**config.mk**
```make
export PLATFORM = sky130hd
export DESIGN_NAME = tmcw_ctrl
export DESIGN_NICKNAME = d
export VERILOG_FILES = /design/src/hw/rtl/assert_macros.svh /design/src/hw/rtl/tmcw_pkg.sv /design/src/hw/rtl/tmcw_ctrl.sv
export SDC_FILE = /design/constraint.sdc
export NUM_CORES = 1
export LEC_CHECK = 0
export ABC_AREA = 1
export BUFFER_PORTS_ARGS = -buffer_cell sky130_fd_sc_hd__buf_4
export CAP_MARGIN = 5
export CORE_AREA = 2 2 39 41
export CTS_BUF_LIST = sky130_fd_sc_hd__clkbuf_4 sky130_fd_sc_hd__clkbuf_8
export DETAILED_ROUTE_END_ITERATION = 12
export DIE_AREA = 0 0 41 43
export GPL_TIMING_DRIVEN = 0
export PLACE_DENSITY = 0.56
export SLEW_MARGIN = 25
export SYNTH_ARGS = -nofsm -noshare
export SYNTH_HDL_FRONTEND = slang
export SYNTH_SLANG_ARGS = --single-unit
```
**constraint.sdc**
```tcl
create_clock -name clk -period 2.1 [get_ports clk]
set_input_delay 0.42 -clock clk [delete_from_list [all_inputs] [get_ports clk]]
set_output_delay 0.42 -clock clk [all_outputs]
set_load 0.02 [all_outputs]
```
**src/hw/rtl/assert_macros.svh**
```systemverilog
// ----------------------------------------------------------------------------
// assert_macros.svh
// shared concurrent assertion macros, clocked on clk, disabled in reset
// ----------------------------------------------------------------------------
`ifndef ASSERT_MACROS_SVH
`define ASSERT_MACROS_SVH

// same-cycle implication
`define ASSERT_IMP(label, ante, cons) \
  label: assert property (@(posedge clk) disable iff (rst) (ante) |-> (cons)) \
    else $error("assertion failed");

// next-cycle implication
`define ASSERT_NEXT(label, ante, cons) \
  label: assert property (@(posedge clk) disable iff (rst) (ante) |=> (cons)) \
    else $error("assertion failed");

`endif

```
**src/hw/rtl/tmcw_pkg.sv**
```systemverilog
// ----------------------------------------------------------------------------
// tmcw_pkg
// shared constants and the command and status types of the console writer
// ----------------------------------------------------------------------------
package tmcw_pkg;

  localparam int COLS     = 80;
  localparam int ROWS     = 25;
  localparam int TAB_STEP = 4;
  localparam int CELLS    = ROWS * COLS;
  localparam int ADDR_W   = $clog2(CELLS);

  localparam int ROW_W       = 5;
  localparam int COL_W       = 7;
  localparam int POS_W       = 11;
  localparam int CELL_ADDR_W = 11;
  localparam int CELL_W      = 16;
  localparam int COL_SUM_W   = COL_W + 2;

  localparam logic [1:0] KIND_PUT    = 2'd0;
  localparam logic [1:0] KIND_REMOVE = 2'd1;
  localparam logic [1:0] KIND_CLEAR  = 2'd2;
  localparam logic [1:0] KIND_READ   = 2'd3;

  localparam logic [7:0] CH_NEWLINE = 8'd10;
  localparam logic [7:0] CH_TAB     = 8'd9;
  localparam logic [7:0] CH_SPACE   = 8'd32;
  localparam logic [7:0] RESET_ATTR = 8'h09;

  typedef struct packed {
    logic capture;
    logic step;
    logic clear_cursor;
    logic cnt_clr;
    logic cnt_inc;
    logic fill_en;
    logic init_fill;
    logic copy_en;
    logic read_en;
    logic out_load;
  } cmd_t;

  typedef struct packed {
    logic       scroll_req;
    logic       copy_end;
    logic       fill_end;
    logic [1:0] kind;
  } status_t;

endpackage

```
**src/hw/rtl/tmcw_ctrl.sv**
```systemverilog
// ----------------------------------------------------------------------------
// tmcw_ctrl
// sequencer: reset fill, item execution, scroll and clear sweeps, result hand-off
// ----------------------------------------------------------------------------
module tmcw_ctrl (
  input  logic              clk,
  input  logic              rst,
  input  logic              in_valid,
  output logic              in_stall,
  output logic              out_valid,
  input  logic              out_stall,
  input  tmcw_pkg::status_t status,
  output tmcw_pkg::cmd_t    cmd
);

  localparam logic [2:0] ST_INIT   = 3'd0;
  localparam logic [2:0] ST_IDLE   = 3'd1;
  localparam logic [2:0] ST_EXEC   = 3'd2;
  localparam logic [2:0] ST_SCROLL = 3'd3;
  localparam logic [2:0] ST_BLANK  = 3'd4;
  localparam logic [2:0] ST_CLEAR  = 3'd5;
  localparam logic [2:0] ST_DONE   = 3'd6;

  logic [2:0] state;
  logic [2:0] state_next;
  logic       out_valid_next;
  logic       out_busy;

  assign in_stall = (state != ST_IDLE);
  assign out_busy = out_valid && out_stall;

  always_comb begin
    state_next = state;
    cmd        = '0;
    case (state)
      ST_INIT: begin
        cmd.fill_en   = 1'b1;
        cmd.init_fill = 1'b1;
        cmd.cnt_inc   = 1'b1;
        if (status.fill_end) begin
          state_next = ST_IDLE;
        end
      end
      ST_IDLE: begin
        if (in_valid) begin
          cmd.capture = 1'b1;
          state_next  = ST_EXEC;
        end
      end
      ST_EXEC: begin
        case (status.kind)
          tmcw_pkg::KIND_PUT, tmcw_pkg::KIND_REMOVE: begin
            cmd.step = 1'b1;
            if (status.scroll_req) begin
              cmd.cnt_clr = 1'b1;
              state_next  = ST_SCROLL;
            end else begin
              state_next = ST_DONE;
            end
          end
          tmcw_pkg::KIND_CLEAR: begin
            cmd.clear_cursor = 1'b1;
            cmd.cnt_clr      = 1'b1;
            state_next       = ST_CLEAR;
          end
          default: begin
            cmd.read_en = 1'b1;
            state_next  = ST_DONE;
          end
        endcase
      end
      ST_SCROLL: begin
        cmd.copy_en = 1'b1;
        cmd.cnt_inc = !status.copy_end;
        if (status.copy_end) begin
          state_next = ST_BLANK;
        end
      end
      ST_BLANK, ST_CLEAR: begin
        cmd.fill_en = 1'b1;
        cmd.cnt_inc = 1'b1;
        if (status.fill_end) begin
          state_next = ST_DONE;
        end
      end
      ST_DONE: begin
        if (!out_busy) begin
          cmd.out_load = 1'b1;
          state_next   = ST_IDLE;
        end
      end
      default: begin
        state_next = ST_IDLE;
      end
    endcase
  end

  always_comb begin
    out_valid_next = out_busy;
    if (cmd.out_load) begin
      out_valid_next = 1'b1;
    end
  end

  always_ff @(posedge clk) begin
    if (rst) begin
      state     <= ST_INIT;
      out_valid <= 1'b0;
    end else begin
      state     <= state_next;
      out_valid <= out_valid_next;
    end
  end

endmodule

```
### Word level (Yosys, flattened, before mapping)

Index checks and enable logic that the tools add are counted.

| word-level totals | value |
|---|---|
| flip-flop bits (word level) | 4 |
| word-level logic and storage cells | 49 |
| output and inout bits | 12 |
| input bits | 9 |

| operators by class | value |
|---|---|
| multiplexer cells | 24 |
| reduce and logical (&&, ||, !) cells | 9 |
| equal/unequal tests | 14 |

Operator list:

| cell | count |
|---|---|
| $mux W3 | 7 |
| $pmux W3 S6 | 1 |
| $mux W1 | 13 |
| $ne A2 B2 Y1 const B | 5 |
| $eq A3 B3 Y1 const B | 3 |
| $eq A3 B2 Y1 const B | 2 |
| $pmux W3 S2 | 1 |
| $reduce_or A3 Y1 | 2 |
| $reduce_and A5 Y1 | 1 |
| $pmux W1 S2 | 2 |
| $reduce_or A2 Y1 | 2 |
| $eq A3 B1 Y1 const B | 1 |
| $logic_not A3 Y1 | 1 |
| $ne A3 B1 Y1 const B | 1 |
| $eq A2 B1 Y1 const B | 1 |
| $eq A2 B2 Y1 const B | 1 |
| $logic_not A2 Y1 | 1 |
| $logic_and A1 B1 Y1 | 1 |
| $logic_not A1 Y1 | 1 |

### Logic depth before layout (Yosys ltp)

| logic depth | value |
|---|---|
| depth in word-level cells | 4 |
| depth in mapped cells | 7 |
| gate-level depth less buffers | 7 |

### Worst setup path after synthesis

OpenSTA, ideal clock, no wires.

| timing path | value |
|---|---|
| path kind | reg2out |
| from | register state[0] |
| to | output port cmd[9] (netlist bit) |
| cell stages (with the launch flop) | 5 |
| arrival | 1,051 ps |
| path slack | 629 ps |
| cell sequence | dfxtp_1 > inv_2 > nor2_1 > nand2_1 > nor2_1 |

RTL lines:

| item | RTL line | text |
|---|---|---|
| from (decl) | tmcw_ctrl.sv:24 | `logic [2:0] state;` |
| from (signal assigned) | tmcw_ctrl.sv:110 | `state <= state_next;` |
| to (decl) | tmcw_ctrl.sv:13 | `output tmcw_pkg::cmd_t cmd` |

==> impl_metrics.py <==
metrics = {
    "hold_path": {
        "worstHoldStart": "rst",
        "hold_depth": 2,
        "worst_hold_path_type": "in -> reg",
        "hold_end": "out_valid$_SDFF_PP0_",
    },
    "layout": {
        "multi_input_area_um2": 208,
        "syn2layout_area_growth_pct": 58.6,
        "n_fill_cell": 160,
        "final_layout_size_suffix_gt1_frac": 0.361,
        "fin_nets": 94,
        "seqCellArea_um2": 80.1,
        "antenna_cells": 0,
    },
    "clock_tree": {
        "clock-root-buffer": "clkbuf_4",
        "cts_hold_buf": 0,
        "cts_buffer_depth": 2,
        "cts_made_buffers": 3,
        "clkSinkCount": 4,
        "cts_tree": "yes",
        "post_cts_buffers": 0,
        "clock_latency_ns": 0.24,
        "ctsResizeCount": 0,
        "clk_pin_slew_ns": 0.04,
        "h-tree-depth": 1,
    },
    "timing": {
        "tns_ns": 0,
        "worstMarginPinSlew_ns": 0.233,
        "period_share": 0.811,
        "fin_skew_ns": 0.00102,
        "setup_viol": 0,
        "hold_ws_ns": 0.342,
        "finalMaxSlewViolations": 0,
        "grt_setup_unrepaired": "no",
        "fin_crit_ns": 1.70,
        "max_slew_margin": 0.843,
        "clock.fmax_ghz": 0.587,
        "finalHoldViolations": 0,
    },
    "logic_synthesis": {
        "synth_cell_types": 15,
        "yosysSeqAreaShare": 0.243,
        "yosys-top-cells-count": "nand2_1, nor2_1, inv_1",
        "ys_warn_count": 0,
        "yosys.area.top_type": "dfxtp_1",
        "synthTopCellsByArea": "dfxtp_1, nand2_1, nor2_1, inv_1, a21oi_1",
        "synthArstFlopShare": 0,
        "synth_most_common_cell": "nand2_1",
        "synth.top_cell.area_share": 0.243,
        "synth_enable_flop_cells": 0,
        "syn_area_per_cell_um2": 5.48,
        "synth_flop_cell": "dfxtp_1",
        "synth-seq-cells": 4,
        "synth_nets": 69,
        "synthCells": 60,
        "synth_area_um2": 329,
    },
    "critical_path": {
        "path_delay_family": "flip-flops",
        "startpoint_type": "register",
        "path_depth": 5,
        "path_buf_inv": 2,
        "cp-end-kind": "output port",
        "reg2reg_to": "state[0]$_SDFFE_PP0P_",
        "slowest_stage": "dfxtp_1",
        "crit_type": "reg -> out",
        "reg2reg_depth": 6,
        "cp.arrival_ns": 1.28,
        "r2r_start": "state[1]$_SDFFE_PP0P_",
        "cp_cell_sequence": "inv_2 > nor2_2 > nand2_2 > nor2_1 > buf_4",
        "cp.required_ns": 1.68,
        "worst-path-max-fanout": 6,
        "slowest_delay_ns": 0.42,
        "r2r_setup_slack_ns": 0.93,
    },
    "outcome": {
        "status": "complete, no violations",
    },
    "global_route": {
        "grt_max_degree": 7,
        "first_global_vias": 396,
        "track_usage": 0.118,
        "antenna_found_initial": 0,
        "grt_pass1_wl_um": 1440,
        "gr-total-overflow": 0,
    },
    "route": {
        "drt_iter0_drc": 8,
        "wl_per_cell_um": 8.43,
        "drc": 0,
        "routed_wl_um": 835,
        "dr.pass1.iters": 4,
        "drt.antenna.violating_nets": 0,
        "viasPerCell": 4.15,
        "route.vias.total": 411,
    },
    "power": {
        "p_comb_frac": 0.689,
        "p_seq_frac": 0.192,
        "swShare": 0.516,
        "irDropWorstVdd_mv": 0.543,
        "net-switching-power_uw": 420,
        "leakage_uw": 0.000293,
        "clkPwrFrac": 0.119,
        "power_density_nw_per_um2": 1560,
        "internal_power_uw": 394,
    },
    "die": {
        "die_area_um2": 1760,
        "fp-row-count": 14,
        "die_w_um": 41,
        "die_h_um": 43,
        "ios": 21,
        "start_util": 0.238,
        "core_area_um2": 1380,
    },
    "place": {
        "gp_congestion": 0.732,
        "dp_hpwl_um": 661,
        "port_buffers": 20,
    },
    "flow_run": {
        "drv_cap": 0,
    },
}
[stage by stage]
step / utilization / setup slack, ns / total power (uW) / cell area [um2] / instances
floorplan: - / 0.629 / 527 / 329 / 60
global placement: 0.361 / 0.647 / 718 / 499 / 96
detailed placement: 0.361 / 0.652 / 720 / 499 / 96
CTS: 0.377 / 0.388 / 822 / 522 / 99
global route: 0.377 / 0.226 / 914 / 522 / 99
finish: 0.377 / 0.398 / 814 / 522 / 99
[kinds of logic (layout without fill, tap and decap cells)]
group	count (synthesis)	after routing	share of synthesized area
AO/OA/AOI/OAI	8	8	0.129
buffers and inverters	11	34	0.125
flip-flops	4	4	0.243
AND/OR/NAND/NOR	37	37	0.502
[flip-flops by register name, summed over array words and instances (netlist names)]
signal	count
state	3
out_valid	1
[layer usage]
layer  vias to the layer above  part of all wire  global-route usage  wire, um
met5                         -                 0                   0         0
met4                         0             0.016              0.0800        13
met3                         2             0.060              0.0157        50
met2                        11              0.47               0.175       391
met1                       163              0.45               0.148       379
li1                        235                 -                   -         -
[worst reg2reg max path, cell delays in order, from the launching register on]
cell	delay, ns
dfxtp_1	0.42
inv_2	0.09
nor2_2	0.17
nand2_2	0.11
o22ai_1	0.17
nor2_1	0.06
nor2_1	0.09
[how the worst max path moves through the flow]
stage,from,endpoint,slack [ns]
finish,state[1]$_SDFFE_PP0P_,cmd[7],0.40
global placement,state[1]$_SDFFE_PP0P_,cmd[7],0.65
floorplan,state[0]$_SDFFE_PP0P_,cmd[9],0.63
detailed placement,state[1]$_SDFFE_PP0P_,cmd[8],0.65
global route,state[1]$_SDFFE_PP0P_,cmd[6],0.23
CTS,state[1]$_SDFFE_PP0P_,cmd[7],0.39
[layout by cell type (no fill, tap or decap), drive strengths merged, types with 3 or more instances in the layout]
master / n
inv: 11
nor2: 13
nand3: 4
clkbuf: 3
buf: 20
dfxtp: 4
nand2: 17
a21oi: 5
[layout make-up]
cell class / instances / area share
sequential: 4 / 0.153
timing repair buffer: 20 / 0.288
clock buffer: 3 / 0.0432
inverter: 11 / 0.0791
tap: 16 / 0.0384
multi-input combinational: 45 / 0.398
[power by group through the flow]
stage | clock, uW | sequential (uW) | combinational [uW]
after floorplan | 0 | 150 | 376
after global placement | 0 | 158 | 560
after detailed placement | 0 | 157 | 564
after CTS | 102 | 155 | 564
after global routing | 105 | 163 | 645
final | 97.2 | 156 | 561
Note: power is estimated with default switching activity, not from simulation.
